### config.mk
export PLATFORM = sky130hd
export DESIGN_NAME = kv_request_framer_core_flat
export DESIGN_NICKNAME = d
export VERILOG_FILES = /design/src/rtl/core/kvrf_pkg.sv /design/src/rtl/core/kvrf_in_if.sv /design/src/rtl/core/kvrf_out_if.sv /design/src/rtl/core/kv_request_framer_core.sv /design/src/flat_wrapper.sv
export SDC_FILE = /design/constraint.sdc
export NUM_CORES = 1
export LEC_CHECK = 0
export BUFFER_PORTS_ARGS = -buffer_cell sky130_fd_sc_hd__buf_4
export CAP_MARGIN = 0
export CORE_MARGIN = 1.5
export CORE_UTILIZATION = 45
export DETAILED_ROUTE_END_ITERATION = 12
export PLACE_DENSITY = 0.7
export SYNTH_ARGS = -nofsm -noshare
export SYNTH_HDL_FRONTEND = slang
export SYNTH_SLANG_ARGS = --single-unit
export TNS_END_PERCENT = 30
### constraint.sdc
create_clock -name clk -period 21.1 [get_ports clk]
set_clock_uncertainty 0.1 [all_clocks]
set_input_delay 4.22 -clock clk [delete_from_list [all_inputs] [get_ports clk]]
set_output_delay 4.22 -clock clk [all_outputs]
set_load 0.02 [all_outputs]
### src/rtl/core/kvrf_pkg.sv
`default_nettype none
package kvrf_pkg;

  typedef logic [3:0] kind_t;

  localparam kind_t KIND_PING              = 4'd0;
  localparam kind_t KIND_CLEAR             = 4'd1;
  localparam kind_t KIND_PUT               = 4'd2;
  localparam kind_t KIND_PUT_IF_ABSENT     = 4'd3;
  localparam kind_t KIND_REPLACE           = 4'd4;
  localparam kind_t KIND_REPLACE_VERSIONED = 4'd5;
  localparam kind_t KIND_GET               = 4'd6;
  localparam kind_t KIND_REMOVE            = 4'd7;
  localparam kind_t KIND_REMOVE_VERSIONED  = 4'd8;
  localparam kind_t KIND_CONTAINS          = 4'd9;
  localparam kind_t KIND_GET_VERSIONED     = 4'd10;
  localparam kind_t KIND_GET_BULK          = 4'd11;

  localparam logic [7:0] HDR_MAGIC   = 8'hA0;
  localparam logic [7:0] HDR_MSG_ID  = 8'h01;
  localparam logic [7:0] HDR_INTEL   = 8'h03;
  localparam logic [7:0] HDR_ZERO    = 8'h00;
  localparam logic [2:0] HDR_LAST    = 3'd6;
  localparam logic [2:0] VER_LAST    = 3'd7;

  localparam int CFG_DATA_W = 31;
  localparam logic REG_PROTOCOL_VERSION = 1'b0;
  localparam logic REG_TOPOLOGY_ID      = 1'b1;

  localparam logic [7:0] PROTOCOL_VERSION_RESET = 8'h0B;

  function automatic logic [7:0] opcode(kind_t k);
    logic [7:0] op;
    case (k)
      KIND_PING:              op = 8'h17;
      KIND_CLEAR:             op = 8'h13;
      KIND_PUT:               op = 8'h01;
      KIND_PUT_IF_ABSENT:     op = 8'h05;
      KIND_REPLACE:           op = 8'h07;
      KIND_REPLACE_VERSIONED: op = 8'h09;
      KIND_GET:               op = 8'h03;
      KIND_REMOVE:            op = 8'h0B;
      KIND_REMOVE_VERSIONED:  op = 8'h0D;
      KIND_CONTAINS:          op = 8'h0F;
      KIND_GET_VERSIONED:     op = 8'h11;
      KIND_GET_BULK:          op = 8'h19;
      default:                op = 8'h00;
    endcase
    return op;
  endfunction

  function automatic logic is_put(kind_t k);
    return (k == KIND_PUT) || (k == KIND_PUT_IF_ABSENT) || (k == KIND_REPLACE) ||
           (k == KIND_REPLACE_VERSIONED);
  endfunction

endpackage
`default_nettype wire

### src/rtl/core/kvrf_in_if.sv
`default_nettype none
interface kvrf_in_if;
  logic               valid;
  logic               ready;
  logic               action;
  logic [3:0]         request_kind;
  logic [15:0]        key_length;
  logic [15:0]        value_length;
  logic [7:0]         lifespan;
  logic [7:0]         idle_time;
  logic signed [63:0] entry_version;
  logic [30:0]        entry_count;
  logic [7:0]         data_byte;

  modport source (
    output valid, action, request_kind, key_length, value_length, lifespan,
           idle_time, entry_version, entry_count, data_byte,
    input  ready
  );
  modport sink (
    input  valid, action, request_kind, key_length, value_length, lifespan,
           idle_time, entry_version, entry_count, data_byte,
    output ready
  );
endinterface
`default_nettype wire

### src/rtl/core/kvrf_out_if.sv
`default_nettype none
interface kvrf_out_if;
  logic       valid;
  logic       ready;
  logic [7:0] out_byte;
  logic       last_of_item;
  logic       ends_request;

  modport source (output valid, out_byte, last_of_item, ends_request, input ready);
  modport sink   (input valid, out_byte, last_of_item, ends_request, output ready);
endinterface
`default_nettype wire

### src/rtl/core/kv_request_framer_core.sv
// Request framer: turns request descriptors and key/value data bytes into the
// byte stream of one cache-protocol request.
// Channels: req (sink) carries either a descriptor (action 0) or one data byte
// (action 1); frame (source) carries one output byte per transfer with flags
// last_of_item and ends_request. cfg_en/cfg_index/cfg_data write the protocol
// version (index 0) and the topology id (index 1); write only while idle.
// Throughput: key or value data bytes are taken one per cycle, back to back,
// while frame is ready, each byte showing on frame the cycle after acceptance.
// A descriptor is followed by its header bytes (9 to 13), the length or count
// varint (1 to 5 bytes) and, for an empty key, the trailer; the last key byte
// is followed by its trailer bytes (up to 13).
// Varint and version bytes go one per cycle, while frame is ready, through a
// single shared 64-bit shift register driven by the sequencer; the fixed header
// bytes come from a table; req is not ready while the sequencer walks them.
// Reset: idle, no open request, output empty, protocol version 11, topology 0.
// Stall: an output register decouples frame; while frame is not ready the
// held byte stays and the sequencer and req wait.
`default_nettype none
module kv_request_framer_core #(
  parameter int LENGTH_BITS = 16
) (
  input  logic                          clk,
  input  logic                          rst,
  kvrf_in_if.sink                       req,
  kvrf_out_if.source                    frame,
  input  logic                          cfg_en,
  input  logic                          cfg_index,
  input  logic [kvrf_pkg::CFG_DATA_W-1:0] cfg_data
);

  typedef enum logic [2:0] {
    S_WAIT, S_HDR, S_TOPO, S_HDR_END, S_VAR, S_LIFE, S_IDLE, S_VER
  } state_t;

  typedef enum logic [1:0] {PH_IDLE, PH_KEY, PH_VALUE} phase_t;
  typedef enum logic [1:0] {V_KEYLEN, V_COUNT, V_VALLEN} var_sel_t;

  state_t                  st;
  phase_t                  phase;
  var_sel_t                var_sel;
  kvrf_pkg::kind_t         kind_held;
  logic [LENGTH_BITS-1:0]  key_left;
  logic [LENGTH_BITS-1:0]  value_left;
  logic [LENGTH_BITS-1:0]  value_length_held;
  logic [7:0]              lifespan_held;
  logic [7:0]              idle_held;
  logic [63:0]             version_held;
  logic [30:0]             count_held;
  logic [63:0]             shreg;
  logic [2:0]              cnt;
  logic [7:0]              protocol_version;
  logic [30:0]             topology_id;
  logic                    o_valid;
  logic [7:0]              o_byte;
  logic                    o_last;
  logic                    o_end;

  logic                    out_free;
  logic [7:0]              vi_byte;
  logic                    vi_done;
  logic [7:0]              hdr_byte;
  state_t                  kd_state;
  logic                    kd_final;

  assign out_free  = !o_valid || frame.ready;
  assign req.ready = (st == S_WAIT) && out_free;

  assign frame.valid        = o_valid;
  assign frame.out_byte     = o_byte;
  assign frame.last_of_item = o_last;
  assign frame.ends_request = o_end;

  assign vi_done = (shreg[63:7] == 57'd0);
  assign vi_byte = {!vi_done, shreg[6:0]};

  always_comb begin
    case (cnt)
      3'd0:    hdr_byte = kvrf_pkg::HDR_MAGIC;
      3'd1:    hdr_byte = kvrf_pkg::HDR_MSG_ID;
      3'd2:    hdr_byte = protocol_version;
      3'd3:    hdr_byte = kvrf_pkg::opcode(kind_held);
      3'd4:    hdr_byte = kvrf_pkg::HDR_ZERO;
      3'd5:    hdr_byte = kvrf_pkg::HDR_ZERO;
      default: hdr_byte = kvrf_pkg::HDR_INTEL;
    endcase
  end

  // what follows the last key byte
  always_comb begin
    if (kvrf_pkg::is_put(kind_held)) begin
      kd_state = S_LIFE;
      kd_final = 1'b0;
    end else if (kind_held == kvrf_pkg::KIND_REMOVE_VERSIONED) begin
      kd_state = S_VER;
      kd_final = 1'b0;
    end else begin
      kd_state = S_WAIT;
      kd_final = 1'b1;
    end
  end

  always_ff @(posedge clk) begin
    if (rst) begin
      st               <= S_WAIT;
      phase            <= PH_IDLE;
      var_sel          <= V_KEYLEN;
      kind_held        <= kvrf_pkg::KIND_PING;
      key_left         <= '0;
      value_left       <= '0;
      cnt              <= 3'd0;
      o_valid          <= 1'b0;
      protocol_version <= kvrf_pkg::PROTOCOL_VERSION_RESET;
      topology_id      <= 31'd0;
    end else begin
      if (frame.ready) begin
        o_valid <= 1'b0;
      end
      if (cfg_en) begin
        unique case (cfg_index)
          kvrf_pkg::REG_PROTOCOL_VERSION: protocol_version <= cfg_data[7:0];
          kvrf_pkg::REG_TOPOLOGY_ID:      topology_id      <= cfg_data;
          default: ;
        endcase
      end
      unique case (st)
        S_WAIT: begin
          if (req.valid && req.ready) begin
            if (!req.action) begin
              phase <= PH_IDLE;
              if (req.request_kind <= kvrf_pkg::KIND_GET_BULK) begin
                kind_held         <= req.request_kind;
                key_left          <= LENGTH_BITS'(req.key_length);
                value_left        <= '0;
                value_length_held <= LENGTH_BITS'(req.value_length);
                lifespan_held     <= req.lifespan;
                idle_held         <= req.idle_time;
                version_held      <= req.entry_version;
                count_held        <= req.entry_count;
                cnt               <= 3'd0;
                st                <= S_HDR;
              end
            end else begin
              unique case (phase)
                PH_KEY: begin
                  o_valid  <= 1'b1;
                  o_byte   <= req.data_byte;
                  key_left <= key_left - LENGTH_BITS'(1);
                  if (key_left == LENGTH_BITS'(1)) begin
                    o_last <= kd_final;
                    o_end  <= kd_final;
                    phase  <= PH_IDLE;
                    st     <= kd_state;
                    shreg  <= version_held;
                    cnt    <= 3'd0;
                  end else begin
                    o_last <= 1'b1;
                    o_end  <= 1'b0;
                  end
                end
                PH_VALUE: begin
                  o_valid    <= 1'b1;
                  o_byte     <= req.data_byte;
                  o_last     <= 1'b1;
                  o_end      <= (value_left == LENGTH_BITS'(1));
                  value_left <= value_left - LENGTH_BITS'(1);
                  if (value_left == LENGTH_BITS'(1)) begin
                    phase <= PH_IDLE;
                  end
                end
                default: ;
              endcase
            end
          end
        end
        S_HDR: begin
          if (out_free) begin
            o_valid <= 1'b1;
            o_byte  <= hdr_byte;
            o_last  <= 1'b0;
            o_end   <= 1'b0;
            cnt     <= cnt + 3'd1;
            if (cnt == kvrf_pkg::HDR_LAST) begin
              shreg <= 64'(topology_id);
              st    <= S_TOPO;
            end
          end
        end
        S_TOPO: begin
          if (out_free) begin
            o_valid <= 1'b1;
            o_byte  <= vi_byte;
            o_last  <= 1'b0;
            o_end   <= 1'b0;
            shreg   <= shreg >> 7;
            if (vi_done) begin
              st <= S_HDR_END;
            end
          end
        end
        S_HDR_END: begin
          if (out_free) begin
            o_valid <= 1'b1;
            o_byte  <= kvrf_pkg::HDR_ZERO;
            if (kind_held <= kvrf_pkg::KIND_CLEAR) begin
              o_last <= 1'b1;
              o_end  <= 1'b1;
              st     <= S_WAIT;
            end else if (kind_held == kvrf_pkg::KIND_GET_BULK) begin
              o_last  <= 1'b0;
              o_end   <= 1'b0;
              shreg   <= 64'(count_held);
              var_sel <= V_COUNT;
              st      <= S_VAR;
            end else begin
              o_last  <= 1'b0;
              o_end   <= 1'b0;
              shreg   <= 64'(key_left);
              var_sel <= V_KEYLEN;
              st      <= S_VAR;
            end
          end
        end
        S_VAR: begin
          if (out_free) begin
            o_valid <= 1'b1;
            o_byte  <= vi_byte;
            o_last  <= 1'b0;
            o_end   <= 1'b0;
            shreg   <= shreg >> 7;
            if (vi_done) begin
              unique case (var_sel)
                V_COUNT: begin
                  o_last <= 1'b1;
                  o_end  <= 1'b1;
                  st     <= S_WAIT;
                end
                V_KEYLEN: begin
                  if (key_left == '0) begin
                    o_last <= kd_final;
                    o_end  <= kd_final;
                    st     <= kd_state;
                    shreg  <= version_held;
                    cnt    <= 3'd0;
                  end else begin
                    o_last <= 1'b1;
                    phase  <= PH_KEY;
                    st     <= S_WAIT;
                  end
                end
                default: begin
                  value_left <= value_length_held;
                  o_last     <= 1'b1;
                  o_end      <= (value_length_held == '0);
                  if (value_length_held != '0) begin
                    phase <= PH_VALUE;
                  end
                  st <= S_WAIT;
                end
              endcase
            end
          end
        end
        S_LIFE: begin
          if (out_free) begin
            o_valid <= 1'b1;
            o_byte  <= lifespan_held;
            o_last  <= 1'b0;
            o_end   <= 1'b0;
            st      <= S_IDLE;
          end
        end
        S_IDLE: begin
          if (out_free) begin
            o_valid <= 1'b1;
            o_byte  <= idle_held;
            o_last  <= 1'b0;
            o_end   <= 1'b0;
            if (kind_held == kvrf_pkg::KIND_REPLACE_VERSIONED) begin
              shreg <= version_held;
              cnt   <= 3'd0;
              st    <= S_VER;
            end else begin
              shreg   <= 64'(value_length_held);
              var_sel <= V_VALLEN;
              st      <= S_VAR;
            end
          end
        end
        S_VER: begin
          if (out_free) begin
            o_valid <= 1'b1;
            o_byte  <= shreg[63:56];
            o_last  <= 1'b0;
            o_end   <= 1'b0;
            shreg   <= shreg << 8;
            cnt     <= cnt + 3'd1;
            if (cnt == kvrf_pkg::VER_LAST) begin
              if (kind_held == kvrf_pkg::KIND_REMOVE_VERSIONED) begin
                o_last <= 1'b1;
                o_end  <= 1'b1;
                st     <= S_WAIT;
              end else begin
                shreg   <= 64'(value_length_held);
                var_sel <= V_VALLEN;
                st      <= S_VAR;
              end
            end
          end
        end
        default: st <= S_WAIT;
      endcase
    end
  end

`ifndef SYNTH
  a_end_is_last: assert property (@(posedge clk) disable iff (rst)
    frame.valid && frame.ends_request |-> frame.last_of_item)
    else $error("ends_request without last_of_item");

  a_value_left: assert property (@(posedge clk) disable iff (rst)
    phase == PH_VALUE |-> value_left != '0)
    else $error("value phase with no bytes left");

  a_key_left: assert property (@(posedge clk) disable iff (rst)
    phase == PH_KEY |-> key_left != '0)
    else $error("key phase with no bytes left");

  a_phase_only_waiting: assert property (@(posedge clk) disable iff (rst)
    st != S_WAIT |-> phase == PH_IDLE)
    else $error("open data phase while sequencer busy");

  a_reset_empty: assert property (@(posedge clk)
    rst |=> !frame.valid)
    else $error("output valid right after reset");
`endif

endmodule
`default_nettype wire
### src/flat_wrapper.sv
// flat-port wrapper written by rule: the top's interface ports become plain ports
module kv_request_framer_core_flat 
#(
  parameter int LENGTH_BITS = 16
)
  (clk, rst, cfg_en, cfg_index, cfg_data, req_valid, req_action, req_request_kind, req_key_length, req_value_length, req_lifespan, req_idle_time, req_entry_version, req_entry_count, req_data_byte, req_ready, frame_valid, frame_out_byte, frame_last_of_item, frame_ends_request, frame_ready);
  kvrf_in_if req_i ();
  kvrf_out_if frame_i ();
  input  logic clk;
  input  logic rst;
  input  logic cfg_en;
  input  logic cfg_index;
  input  logic [kvrf_pkg::CFG_DATA_W-1:0] cfg_data;
  input wire logic [$bits(req_i.valid)-1:0] req_valid;
  input wire logic [$bits(req_i.action)-1:0] req_action;
  input wire logic [$bits(req_i.request_kind)-1:0] req_request_kind;
  input wire logic [$bits(req_i.key_length)-1:0] req_key_length;
  input wire logic [$bits(req_i.value_length)-1:0] req_value_length;
  input wire logic [$bits(req_i.lifespan)-1:0] req_lifespan;
  input wire logic [$bits(req_i.idle_time)-1:0] req_idle_time;
  input wire logic [$bits(req_i.entry_version)-1:0] req_entry_version;
  input wire logic [$bits(req_i.entry_count)-1:0] req_entry_count;
  input wire logic [$bits(req_i.data_byte)-1:0] req_data_byte;
  output wire logic [$bits(req_i.ready)-1:0] req_ready;
  output wire logic [$bits(frame_i.valid)-1:0] frame_valid;
  output wire logic [$bits(frame_i.out_byte)-1:0] frame_out_byte;
  output wire logic [$bits(frame_i.last_of_item)-1:0] frame_last_of_item;
  output wire logic [$bits(frame_i.ends_request)-1:0] frame_ends_request;
  input wire logic [$bits(frame_i.ready)-1:0] frame_ready;
  assign req_i.valid = req_valid;
  assign req_i.action = req_action;
  assign req_i.request_kind = req_request_kind;
  assign req_i.key_length = req_key_length;
  assign req_i.value_length = req_value_length;
  assign req_i.lifespan = req_lifespan;
  assign req_i.idle_time = req_idle_time;
  assign req_i.entry_version = req_entry_version;
  assign req_i.entry_count = req_entry_count;
  assign req_i.data_byte = req_data_byte;
  assign req_ready = req_i.ready;
  assign frame_valid = frame_i.valid;
  assign frame_out_byte = frame_i.out_byte;
  assign frame_last_of_item = frame_i.last_of_item;
  assign frame_ends_request = frame_i.ends_request;
  assign frame_i.ready = frame_ready;
  kv_request_framer_core #(.LENGTH_BITS(LENGTH_BITS)) u_core (.clk(clk), .rst(rst), .req(req_i), .frame(frame_i), .cfg_en(cfg_en), .cfg_index(cfg_index), .cfg_data(cfg_data));
endmodule
# ---- Word level (Yosys, flattened, before mapping)
# Memories as Yosys holds them, arrays and structs flattened. A register that Yosys moved wholly into a read port is not among the register bits.
# Index checks and enable logic that the tools add are counted.
dict set report word_totals {
  reg_bits 287
  out_inout_bits 12
  mem_bits_rw 0
  mem_bits_ro 80
  inputBits 193
  latchBits 0
  elab_cells 264
  mem_count 1
}
# memory words width rd rd_ports_with_merged_regs wr line_no
set mem_list {}
lappend mem_list {{(no name shown)} 16 5 1 1 0 kvrf_pkg.sv:34} ;# case (k)
dict set report classes {
  div 0
  n_lt_le_gt_ge 2
  bitwise 3
  add_sub_neg 3
  n_mux 133
  reduce_logical 40
  n_shift 0
  n_eq_ne 63
  multipliers 0
}
# cell n
set op_table {}
lappend op_table {{$mux W64} 18}
lappend op_table {{$pmux W64 S7} 1}
lappend op_table {{$mux W16} 10}
lappend op_table {{$mux W3} 34}
lappend op_table {{$mux W8} 9}
lappend op_table {{$logic_not A57 Y1} 1}
lappend op_table {{$pmux W8 S7} 1}
lappend op_table {{$pmux W8 S5} 1}
lappend op_table {{$ne A2 B1 Y1 const B} 18}
lappend op_table {{$eq A16 B1 Y1 const B} 2}
lappend op_table {{$logic_not A16 Y1} 2}
lappend op_table {{$mux W2} 16}
lappend op_table {{$pmux W16 S2} 1}
lappend op_table {{$sub A16 B1 Y16 const B} 2}
lappend op_table {{$mux W31} 1}
lappend op_table {{$mux W1} 27}
lappend op_table {{$eq A3 B3 Y1 const B} 8}
lappend op_table {{$pmux W3 S8} 1}
lappend op_table {{$ne A2 B2 Y1 const B} 10}
lappend op_table {{$reduce_and A10 Y1} 2}
lappend op_table {{$ne A3 B3 Y1 const B} 6}
lappend op_table {{$reduce_and A8 Y1} 2}
lappend op_table {{$reduce_bool A16 Y1} 1}
lappend op_table {{$reduce_and A15 Y1} 1}
lappend op_table {{other kinds (37)} 69}

# ---- Longest topological paths before layout
# Gate-level depths: netlist of run 1.
dict set report depth {
  depth_word 10
  ltp_mapped 9
  ltp_nobuf 8
}

# ---- Worst setup path before layout of run 1
# OpenSTA, ideal clock, no wires.
dict set report synth_timing {
  path_type {input to register}
  from {input port req_request_kind[2]}
  to {register u_core.count_held[0], enable pin}
  setup_time_ps 768
  path_slack_ps 6869
  stages 3
  required_ps 20232
  path_buffers 0
  arrival_time_ps 13363
  path_cell_list {a21oi_1 nand4_1 nor3_1}
}
dict set report synth_via {
  elab_chain_cells 2
}
# element line_no
set synth_rtl {}
lappend synth_rtl {{from (decl)} flat_wrapper.sv:16} ;# input wire logic [$bits(req_i.request_kind)-1:0] req_request_kind;
lappend synth_rtl {{$le A4 B4 Y1} kv_request_framer_core.sv:130} ;# if (req.request_kind <= kvrf_pkg::KIND_GET_BULK) begin
lappend synth_rtl {{$reduce_and A5 Y1 (no source line)} --}
lappend synth_rtl {{to (signal assigned)} kv_request_framer_core.sv:138} ;# count_held <= req.entry_count;
lappend synth_rtl {{to (decl)} kv_request_framer_core.sv:48} ;# logic [30:0] count_held;
# Every way passes these cells.
# A chain may end at the register's enable or synchronous reset.

# ---- Final worst setup path of run 1
dict set report layout_timing {
  from {input port frame_ready}
  to {output port req_ready}
}
dict set report layout_via {
  elab_chain_cells 2
}
# element line_no
set layout_rtl {}
lappend layout_rtl {{from (decl)} flat_wrapper.sv:29} ;# input wire logic [$bits(frame_i.ready)-1:0] frame_ready;
lappend layout_rtl {{$logic_or A1 B1 Y1} kv_request_framer_core.sv:65} ;# assign out_free = !o_valid || frame.ready;
lappend layout_rtl {{$logic_and A1 B1 Y1} kv_request_framer_core.sv:66} ;# assign req.ready = (st == S_WAIT) && out_free;
lappend layout_rtl {{to (decl)} flat_wrapper.sv:24} ;# output wire logic [$bits(req_i.ready)-1:0] req_ready;
# Every way passes these cells.

==> results of run 1 <==
## state kept, by name (all words and copies together), names as in the netlist, 3 cells and up, named ones only
signal	count
u_core.cnt	3
u_core.count_held	31
u_core.frame.out_byte	8
u_core.idle_held	8
u_core.key_left	16
u_core.kind_held	4
u_core.lifespan_held	8
u_core.protocol_version	8
u_core.shreg	64
u_core.st	3
u_core.topology_id	31
u_core.value_left	16
u_core.value_length_held	16
u_core.version_held	64
## critical path: cells and delay by family
kind | cells | cell delay [ns]
simple gates | 2 | 0.37
buf+inv | 2 | 0.31
## kinds of logic (layout without fill, tap and decap cells)
group / after synthesis / count (layout) / synth area share, %
muxes: 38 / 38 / 2.84
AOI/OAI and AO/OA: 388 / 388 / 20.0
buffers and inverters: 110 / 303 / 3.08
DFF: 292 / 292 / 57.7
xor gates and xnor gates: 6 / 6 / 0.386
and+or+nand+nor: 404 / 404 / 14.0
adders and majority gates: 23 / 23 / 1.99
## final cells by class
type | count | share of cell area [%]
clock buffers | 42 | 5.24
clock inverters | 14 | 1.05
inverters | 25 | 0.568
multi-input cells | 859 | 32.6
flip-flops and latches | 292 | 47.5
well taps | 390 | 2.95
repair buffers | 222 | 10.1
## placed cells by master, fill, tap and decap left out, types with 13 or more instances in the layout
| cell type | netlist | layout |
|---|---|---|
| ha_1 | 16 | 16 |
| dfxtp_1 | 91 | 90 |
| nor3_1 | 26 | 25 |
| nand2_1 | 168 | 168 |
| edfxtp_1 | 201 | 201 |
| a21o_1 | 28 | 28 |
| a22o_1 | 40 | 40 |
| a22oi_1 | 27 | 27 |
| a221o_1 | 44 | 44 |
| buf_4 | 0 | 222 |
| o21ai_0 | 50 | 50 |
| inv_1 | 23 | 23 |
| nor4_1 | 22 | 21 |
| clkbuf_16 | 0 | 30 |
| mux2i_1 | 33 | 33 |
| nand3_1 | 18 | 18 |
| a211oi_1 | 14 | 13 |
| nor2_1 | 92 | 91 |
| a221oi_1 | 14 | 14 |
| a21oi_1 | 115 | 115 |
## worst max-delay path by stage
stage               slack [ns]              endpoint  cells past startpoint
CTS                      11.87             req_ready                      4
detailed placement       11.87             req_ready                      4
finish                   11.87             req_ready                      4
global placement         11.88             req_ready                      4
global route             11.82             req_ready                      4
floorplan                 6.87  u_core.count_held[0]                      3
## metal layers
| layer | vias up | GRT usage [%] |
|---|---|---|
| met3 | 77 | 3.57 |
| li1 | 5146 | - |
| met2 | 548 | 38.2 |
| met1 | 5341 | 35.1 |
| met5 | - | 0 |
| met4 | 0 | 7.77 |
## per-stage QoR
stage,cell area [um^2],hold WS (ns),power [W],instances,util (%)
floorplan,13600,0.333,0.00128,1261,-
global placement,15500,0.340,0.00148,1788,52.1
detailed placement,15500,0.348,0.00149,1788,52.1
CTS,16500,0.357,0.00203,1844,55.6
global route,16500,0.377,0.00214,1844,55.6
finish,16500,0.354,0.00204,1844,55.6
## power by group
| part | total [W] | switching [W] | internal (W) | leakage [nW] |
|---|---|---|---|---|
| clock network | 0.000546 | 0.000223 | 0.000324 | 0.516 |
| logic | 0.000653 | 0.000399 | 0.000254 | 3.22 |
| registers | 0.000839 | 0.0000939 | 0.000745 | 2.57 |
==> impl_metrics.prom, run 1 <==
# TYPE chip_impl_metric gauge
chip_impl_info{name="run_status",value="complete, no violations"} 1
chip_impl_info{name="synth.cells.most_frequent",value="edfxtp_1, nand2_1, a21oi_1"} 1
chip_impl_metric{name="final-hold-violation-count",unit=""} 0
chip_impl_metric{name="layout-area-overhead-vs-synth",unit="%"} 21.5
chip_impl_metric{name="drt_wl_total",unit="um"} 39000
chip_impl_metric{name="htreeDepth",unit=""} 1
chip_impl_info{name="tritoncts",value="built"} 1
chip_impl_metric{name="final_max_slew_viol_count",unit=""} 0
chip_impl_info{name="worst_setup_path_end_kind",value="output pin"} 1
chip_impl_metric{name="timing.final.crit_share",unit="%"} 43.7
chip_impl_metric{name="wire_length_of_the_first_global_routing_pass",unit="um"} 58900
chip_impl_metric{name="initialDrtViolationCount",unit=""} 1292
chip_impl_info{name="timing.critical_path.from",value="frame_ready"} 1
chip_impl_metric{name="synth_cells",unit=""} 1261
chip_impl_metric{name="slowest_delay",unit="ns"} 0.26
chip_impl_metric{name="clock-sinks",unit=""} 292
chip_impl_metric{name="period_minus_slack",unit="ns"} 9.23
chip_impl_metric{name="maxClockFrequency",unit="MHz"} 108
chip_impl_metric{name="power.static_leakage",unit="nW"} 6.31
chip_impl_metric{name="rows",unit=""} 63
chip_impl_metric{name="grt_pass1_vias",unit=""} 10400
chip_impl_metric{name="drive_gt1_share",unit="%"} 21.0
chip_impl_info{name="clock-root-buffer",value="clkbuf_16"} 1
chip_impl_info{name="timing.critical_path.cells",value="buf_4 > nor2b_1 > nor2_1 > buf_4"} 1
chip_impl_metric{name="grt_overflow",unit=""} 0
chip_impl_info{name="r2r-end",value="u_core.shreg[0]"} 1
chip_impl_metric{name="dr_wl_met3",unit="um"} 3420
chip_impl_metric{name="placeableCoreArea",unit="um^2"} 29700
chip_impl_info{name="synth.most_common_cell",value="edfxtp_1"} 1
chip_impl_metric{name="die_w",unit="um"} 177
chip_impl_metric{name="synth.distinct_cells",unit=""} 65
chip_impl_metric{name="synthesis.area_per_instance",unit="um^2"} 10.8
chip_impl_info{name="worst_hold_path_type",value="flop to flop"} 1
chip_impl_metric{name="total_die_area",unit="um^2"} 31300
chip_impl_metric{name="synth.yosys.seq_area_share",unit="%"} 57.7
chip_impl_metric{name="final-setup-viol-count",unit=""} 0
chip_impl_info{name="critPathMostFrequentCell",value="buf_4"} 1
chip_impl_info{name="dominantRegCellSynth",value="edfxtp_1"} 1
chip_impl_metric{name="holdBufCountCts",unit=""} 0
chip_impl_metric{name="cts-resized-gates",unit=""} 0
chip_impl_metric{name="synthArstFlopShare",unit="%"} 0
chip_impl_metric{name="cts_bufs_inserted",unit=""} 30
chip_impl_metric{name="post_drt_wl_per_cell",unit="um"} 21.2
chip_impl_metric{name="drt_drc_violations_left",unit=""} 0
chip_impl_metric{name="multiInputGateArea",unit="um^2"} 5390
chip_impl_metric{name="insertedDiodeCount",unit=""} 0
chip_impl_info{name="critical-path-slowest-cell",value="nor2b_1"} 1
chip_impl_metric{name="setup_ws",unit="ns"} 11.87
chip_impl_info{name="setup.worst_path.start_class",value="input port"} 1
chip_impl_metric{name="drt_pass1_iterations",unit=""} 6
chip_impl_metric{name="max-clock-path-buffers",unit=""} 3
chip_impl_info{name="timing_worst_setup_path_type",value="input port to output pin"} 1
chip_impl_metric{name="worst-path-max-fanout",unit=""} 3
chip_impl_metric{name="hpwl",unit="um"} 27300
chip_impl_metric{name="floorplan.initialDensity",unit="%"} 45.8
chip_impl_metric{name="final_antenna_net_count",unit=""} 0
chip_impl_metric{name="post-cts-setup-buffer-count",unit=""} 0
chip_impl_metric{name="dp_slack",unit="ns"} 11.87
chip_impl_metric{name="synth_top_cell_area_share",unit="%"} 44.3
chip_impl_metric{name="number_of_antenna_violations_at_the_first_check_in_global_routing",unit=""} 0
chip_impl_metric{name="synth.ff_latch_count",unit=""} 292
chip_impl_metric{name="crit_required",unit="ns"} 16.78
chip_impl_info{name="routed.top_layer",value="met4"} 1
chip_impl_metric{name="cap_viol_max_count",unit=""} 0
chip_impl_metric{name="count_of_input_and_output_buffers",unit=""} 204
chip_impl_metric{name="register_area",unit="um^2"} 7860
chip_impl_metric{name="total_number_of_yosys_warnings",unit=""} 0
chip_impl_metric{name="grt_max_degree",unit=""} 83
chip_impl_info{name="setup_repair_after_global_routing_missed_its_margin",value="false"} 1
chip_impl_metric{name="max-vdd-ir-drop",unit="mV"} 0.0923
chip_impl_metric{name="timing.setup.tns",unit="ns"} 0
chip_impl_metric{name="gr-usage-all-layers",unit="%"} 24.5
chip_impl_metric{name="synth_fp_nets",unit=""} 1470
chip_impl_metric{name="max-slew-margin-rel",unit="%"} 13.9
chip_impl_metric{name="nNetsFinal",unit=""} 1639
chip_impl_metric{name="routed_wl_met2",unit="um"} 17800
chip_impl_metric{name="drt-vias-per-instance",unit=""} 6.03
chip_impl_metric{name="fillCellCount",unit=""} 2507
chip_impl_info{name="worst_hold_path.endpoint",value="u_core.topology_id[11]"} 1
chip_impl_metric{name="vias",unit=""} 11100
chip_impl_info{name="area_leader_netlist",value="edfxtp_1"} 1
chip_impl_metric{name="worst-r2r-setup-slack",unit="ns"} 17.14
chip_impl_metric{name="p_per_area",unit="nW/um^2"} 123
chip_impl_metric{name="worst-r2r-cell-count",unit=""} 7
chip_impl_metric{name="worstPathArrival",unit="ns"} 4.91
chip_impl_metric{name="met1_length",unit="um"} 16600
chip_impl_metric{name="die_y",unit="um"} 177
chip_impl_metric{name="gp_routability_congestion",unit=""} 0.910
chip_impl_metric{name="whs_path_depth",unit=""} 2
chip_impl_metric{name="top_level_ports",unit=""} 205
chip_impl_metric{name="synth_area",unit="um^2"} 13600
chip_impl_metric{name="clock_transition_at_the_registers_of_the_reported_paths",unit="ns"} 0.06
chip_impl_metric{name="synth_enable_flop_cells",unit=""} 201
chip_impl_metric{name="clock_insertion_delay_worst_skew",unit="ns"} 0.57
chip_impl_metric{name="worst_slew_pin_slew",unit="ns"} 1.29
chip_impl_info{name="crit-reg2reg-launch",value="u_core.shreg[41]"} 1
chip_impl_info{name="hold_path_startpoint",value="u_core.topology_id[11]"} 1
chip_impl_info{name="netlist_top_cells_area",value="edfxtp_1, dfxtp_1, nand2_1"} 1
Power figures use the tool's default switching activity.
==> run 2: changes to the inputs <==
--- a/config.mk
+++ b/config.mk
@@ -5,12 +5,13 @@
 export SDC_FILE = /design/constraint.sdc
 export NUM_CORES = 1
 export LEC_CHECK = 0
+export ABC_AREA = 1
 export BUFFER_PORTS_ARGS = -buffer_cell sky130_fd_sc_hd__buf_4
 export CAP_MARGIN = 0
 export CORE_MARGIN = 1.5
 export CORE_UTILIZATION = 45
 export DETAILED_ROUTE_END_ITERATION = 12
-export PLACE_DENSITY = 0.7
+export PLACE_DENSITY = 0.73
 export SYNTH_ARGS = -nofsm -noshare
 export SYNTH_HDL_FRONTEND = slang
 export SYNTH_SLANG_ARGS = --single-unit
==> constraint.sdc (replaced) <==
create_clock -name clk -period 7.75 [get_ports clk]
set_clock_uncertainty 0.1 [all_clocks]
set_input_delay 1.55 -clock clk [delete_from_list [all_inputs] [get_ports clk]]
set_output_delay 1.55 -clock clk [all_outputs]
set_load 0.02 [all_outputs]
==> run 2 against run 1 <==
Net effect:
- via count is 8.3% higher
- sequential share of layout area decreased by 1.0 points
- register-to-register slack worse by 13 ns
- synthesized cell count grew 24%
==> impl_metrics.prom, run 2 <==
# TYPE chip_impl_metric gauge
chip_impl_metric{name="htreeDepth",unit=""} 1
chip_impl_metric{name="drt_wl_total",unit="um"} 42400
chip_impl_metric{name="clock-sinks",unit=""} 292
chip_impl_info{name="top_regs",value="u_core.shreg (64), u_core.version_held (64)"} 1
chip_impl_metric{name="p_per_area",unit="nW/um^2"} 358
chip_impl_info{name="run_status",value="complete, no violations"} 1
chip_impl_info{name="area_leader_netlist",value="edfxtp_1"} 1
chip_impl_metric{name="worst-r2r-setup-slack",unit="ns"} 4.15
chip_impl_metric{name="rows",unit=""} 64
chip_impl_metric{name="die_w",unit="um"} 179
chip_impl_metric{name="hpwl",unit="um"} 31000
chip_impl_metric{name="gr-usage-all-layers",unit="%"} 26.3
chip_impl_metric{name="routed_wl_met2",unit="um"} 20000
chip_impl_metric{name="slowest_delay",unit="ns"} 0.33
chip_impl_metric{name="insertedDiodeCount",unit=""} 0
chip_impl_info{name="synth.most_common_cell",value="nand2_1"} 1
chip_impl_metric{name="worst-path-max-fanout",unit=""} 8
chip_impl_info{name="critical-path-top-delay-family",value="buffers and inverters"} 1
chip_impl_metric{name="worst-r2r-cell-count",unit=""} 10
chip_impl_metric{name="grt_overflow",unit=""} 0
chip_impl_metric{name="power.static_leakage",unit="nW"} 6.80
chip_impl_info{name="r2r-end",value="u_core.shreg[13]"} 1
chip_impl_metric{name="layout-area-overhead-vs-synth",unit="%"} 21.5
chip_impl_metric{name="wire_length_of_the_first_global_routing_pass",unit="um"} 63800
chip_impl_metric{name="drt-vias-per-instance",unit=""} 5.55
chip_impl_metric{name="synth_top_cell_area_share",unit="%"} 43.4
chip_impl_info{name="setup.worst_path.start_class",value="input port"} 1
chip_impl_metric{name="synth_cells",unit=""} 1563
chip_impl_metric{name="max-slew-margin-rel",unit="%"} 22.5
chip_impl_metric{name="grt_max_degree",unit=""} 73
chip_impl_metric{name="holdBufCountCts",unit=""} 0
chip_impl_metric{name="fin_cells",unit=""} 2168
chip_impl_metric{name="cap_viol_max_count",unit=""} 0
chip_impl_metric{name="timing.final.crit_share",unit="%"} 52.4
chip_impl_metric{name="grt_pass1_vias",unit=""} 11300
chip_impl_info{name="timing.critical_path.cells",value="buf_4 > inv_1 > nand2_1 > inv_1 > nor2_8 > buf_4"} 1
chip_impl_metric{name="synth.yosys.seq_area_share",unit="%"} 56.5
chip_impl_metric{name="placeableCoreArea",unit="um^2"} 30500
chip_impl_metric{name="worstPathArrival",unit="ns"} 2.41
chip_impl_metric{name="max-vdd-ir-drop",unit="mV"} 0.231
chip_impl_metric{name="cts-resized-gates",unit=""} 0
chip_impl_info{name="worst_hold_path.endpoint",value="u_core.topology_id[10]"} 1
chip_impl_metric{name="final-setup-viol-count",unit=""} 0
chip_impl_metric{name="nNetsFinal",unit=""} 1956
chip_impl_metric{name="max-clock-path-buffers",unit=""} 3
chip_impl_info{name="setup_repair_after_global_routing_missed_its_margin",value="false"} 1
chip_impl_metric{name="maxClockFrequency",unit="MHz"} 246
chip_impl_metric{name="synthArstFlopShare",unit="%"} 0
chip_impl_metric{name="fillCellCount",unit=""} 2710
chip_impl_info{name="netlist_top_cells_area",value="edfxtp_1, dfxtp_1, nand2_1"} 1
chip_impl_info{name="mostFrequentLayoutCell",value="nand2_1"} 1
chip_impl_info{name="dominantRegCellSynth",value="edfxtp_1"} 1
chip_impl_metric{name="synth_area",unit="um^2"} 13900
chip_impl_metric{name="synth_fp_nets",unit=""} 1772
chip_impl_metric{name="dr_wl_met3",unit="um"} 3400
chip_impl_metric{name="synth_enable_flop_cells",unit=""} 201
chip_impl_metric{name="synthesis.area_per_instance",unit="um^2"} 8.90
chip_impl_info{name="synth.cells.most_frequent",value="nand2_1, nor2_1, edfxtp_1"} 1
chip_impl_metric{name="number_of_antenna_violations_at_the_first_check_in_global_routing",unit=""} 0
chip_impl_info{name="routed.top_layer",value="met4"} 1
chip_impl_info{name="crit-reg2reg-launch",value="u_core.cnt[1]"} 1
chip_impl_info{name="worst_setup_path_end_kind",value="output pin"} 1
chip_impl_metric{name="met1_length",unit="um"} 17700
chip_impl_metric{name="cts_bufs_inserted",unit=""} 31
chip_impl_metric{name="final_max_slew_viol_count",unit=""} 0
chip_impl_metric{name="worst_slew_pin_slew",unit="ns"} 1.16
chip_impl_metric{name="clock_transition_at_the_registers_of_the_reported_paths",unit="ns"} 0.06
chip_impl_metric{name="synth.ff_latch_count",unit=""} 292
chip_impl_metric{name="gp_routability_congestion",unit=""} 0.931
chip_impl_metric{name="total_number_of_yosys_warnings",unit=""} 0
chip_impl_metric{name="finish.utilization",unit="%"} 55.4
chip_impl_metric{name="period_minus_slack",unit="ns"} 4.06
chip_impl_metric{name="initialDrtViolationCount",unit=""} 1220
chip_impl_metric{name="die_y",unit="um"} 179
chip_impl_info{name="critical-path-slowest-cell",value="inv_1"} 1
chip_impl_metric{name="setup_ws",unit="ns"} 3.69
chip_impl_info{name="hold_path_startpoint",value="u_core.topology_id[10]"} 1
chip_impl_metric{name="post-cts-setup-buffer-count",unit=""} 0
chip_impl_metric{name="drt_drc_violations_left",unit=""} 0
chip_impl_metric{name="synth.distinct_cells",unit=""} 52
chip_impl_metric{name="clock_insertion_delay_worst_skew",unit="ns"} 0.56
chip_impl_metric{name="final-hold-violation-count",unit=""} 0
chip_impl_info{name="clock-root-buffer",value="clkbuf_16"} 1
chip_impl_metric{name="post_drt_wl_per_cell",unit="um"} 19.6
chip_impl_metric{name="drive_gt1_share",unit="%"} 18.1
chip_impl_metric{name="timing.setup.tns",unit="ns"} 0
chip_impl_metric{name="worst_hold_slack",unit="ns"} 0.383
chip_impl_metric{name="whs_path_depth",unit=""} 2
chip_impl_metric{name="count_of_input_and_output_buffers",unit=""} 204
chip_impl_info{name="tritoncts",value="built"} 1
chip_impl_metric{name="crit_required",unit="ns"} 6.10
chip_impl_metric{name="top_level_ports",unit=""} 205
chip_impl_metric{name="total_die_area",unit="um^2"} 32000
chip_impl_metric{name="dp_slack",unit="ns"} 3.65
chip_impl_metric{name="drt_pass1_iterations",unit=""} 6
chip_impl_info{name="worst_hold_path_type",value="flop to flop"} 1
chip_impl_metric{name="final_antenna_net_count",unit=""} 0
chip_impl_metric{name="vias",unit=""} 12000
chip_impl_info{name="timing_worst_setup_path_type",value="input port to output pin"} 1
chip_impl_info{name="layout.cells.most_common_list",value="nand2_1, nor2_1, buf_4"} 1
chip_impl_metric{name="dp.cells",unit=""} 2110
chip_impl_metric{name="cp.buffers_inverters",unit=""} 4
chip_impl_metric{name="floorplan.initialDensity",unit="%"} 45.6
## run 2: metrics by stage
| stage | instance area (um^2) | total power, W |
|---|---|---|
| floorplan | 13900 | 0.00379 |
| global placement | 15700 | 0.00431 |
| detailed placement | 15700 | 0.00435 |
| CTS | 16900 | 0.00604 |
| global route | 16900 | 0.00643 |
| finish | 16900 | 0.00605 |
## run 2: cell type report
| class | instances | area (um^2) | area share (%) |
|---|---|---|---|
| flip-flops and latches | 292 | 7860 | 46.5 |
| clock inverters | 18 | 279 | 1.65 |
| repair buffers | 213 | 1600 | 9.47 |
| multi-input cells | 1089 | 5310 | 31.4 |
| clock buffers | 40 | 903 | 5.35 |
| inverters | 120 | 453 | 2.68 |
| well taps | 396 | 495 | 2.93 |
## run 2: how the worst max path moves through the flow
| stage | depth (start not counted) | slack, ns | end | from |
|---|---|---|---|---|
| 3_3_place_gp | 6 | 3.71 | u_core.version_held[43] | rst |
| 2_1_floorplan | 6 | 0.07 | u_core.shreg[0] | rst |
| 5_1_grt | 6 | 3.65 | req_ready | frame_ready |
| 6_report | 6 | 3.69 | req_ready | frame_ready |
| 3_5_place_dp | 6 | 3.65 | u_core.version_held[43] | rst |
| 4_1_cts | 6 | 3.71 | req_ready | frame_ready |
## run 2: routing by layer
| metal | GRT usage, % | up-vias |
|---|---|---|
| met5 | 0 | - |
| met4 | 8.82 | 0 |
| met3 | 3.60 | 88 |
| met2 | 42.1 | 562 |
| met1 | 36.7 | 5682 |
| li1 | - | 5704 |
## run 2: logic make-up after synthesis
kind of cell	Yosys count	share of synthesized area, %
AO/OA/AOI/OAI	273	11.8
adder cells (fa/ha/maj)	16	1.44
XOR/XNOR	3	0.189
AND/OR/NAND/NOR	797	24.5
flip-flops	292	56.5
buffers and inverters	182	5.58
## run 2: report_power, final
| part | total (W) | switching, W | internal, W |
|---|---|---|---|
| sequential | 0.00219 | 0.000185 | 0.00200 |
| combinational | 0.00218 | 0.00149 | 0.000694 |
| clock | 0.00169 | 0.000630 | 0.00106 |
## run 2: tightest hold or removal path, delay by kind of cell, from the launching register on
family           cells  cell delay [ns]
DFF                  1             0.32
and+or+nand+nor      2             0.13
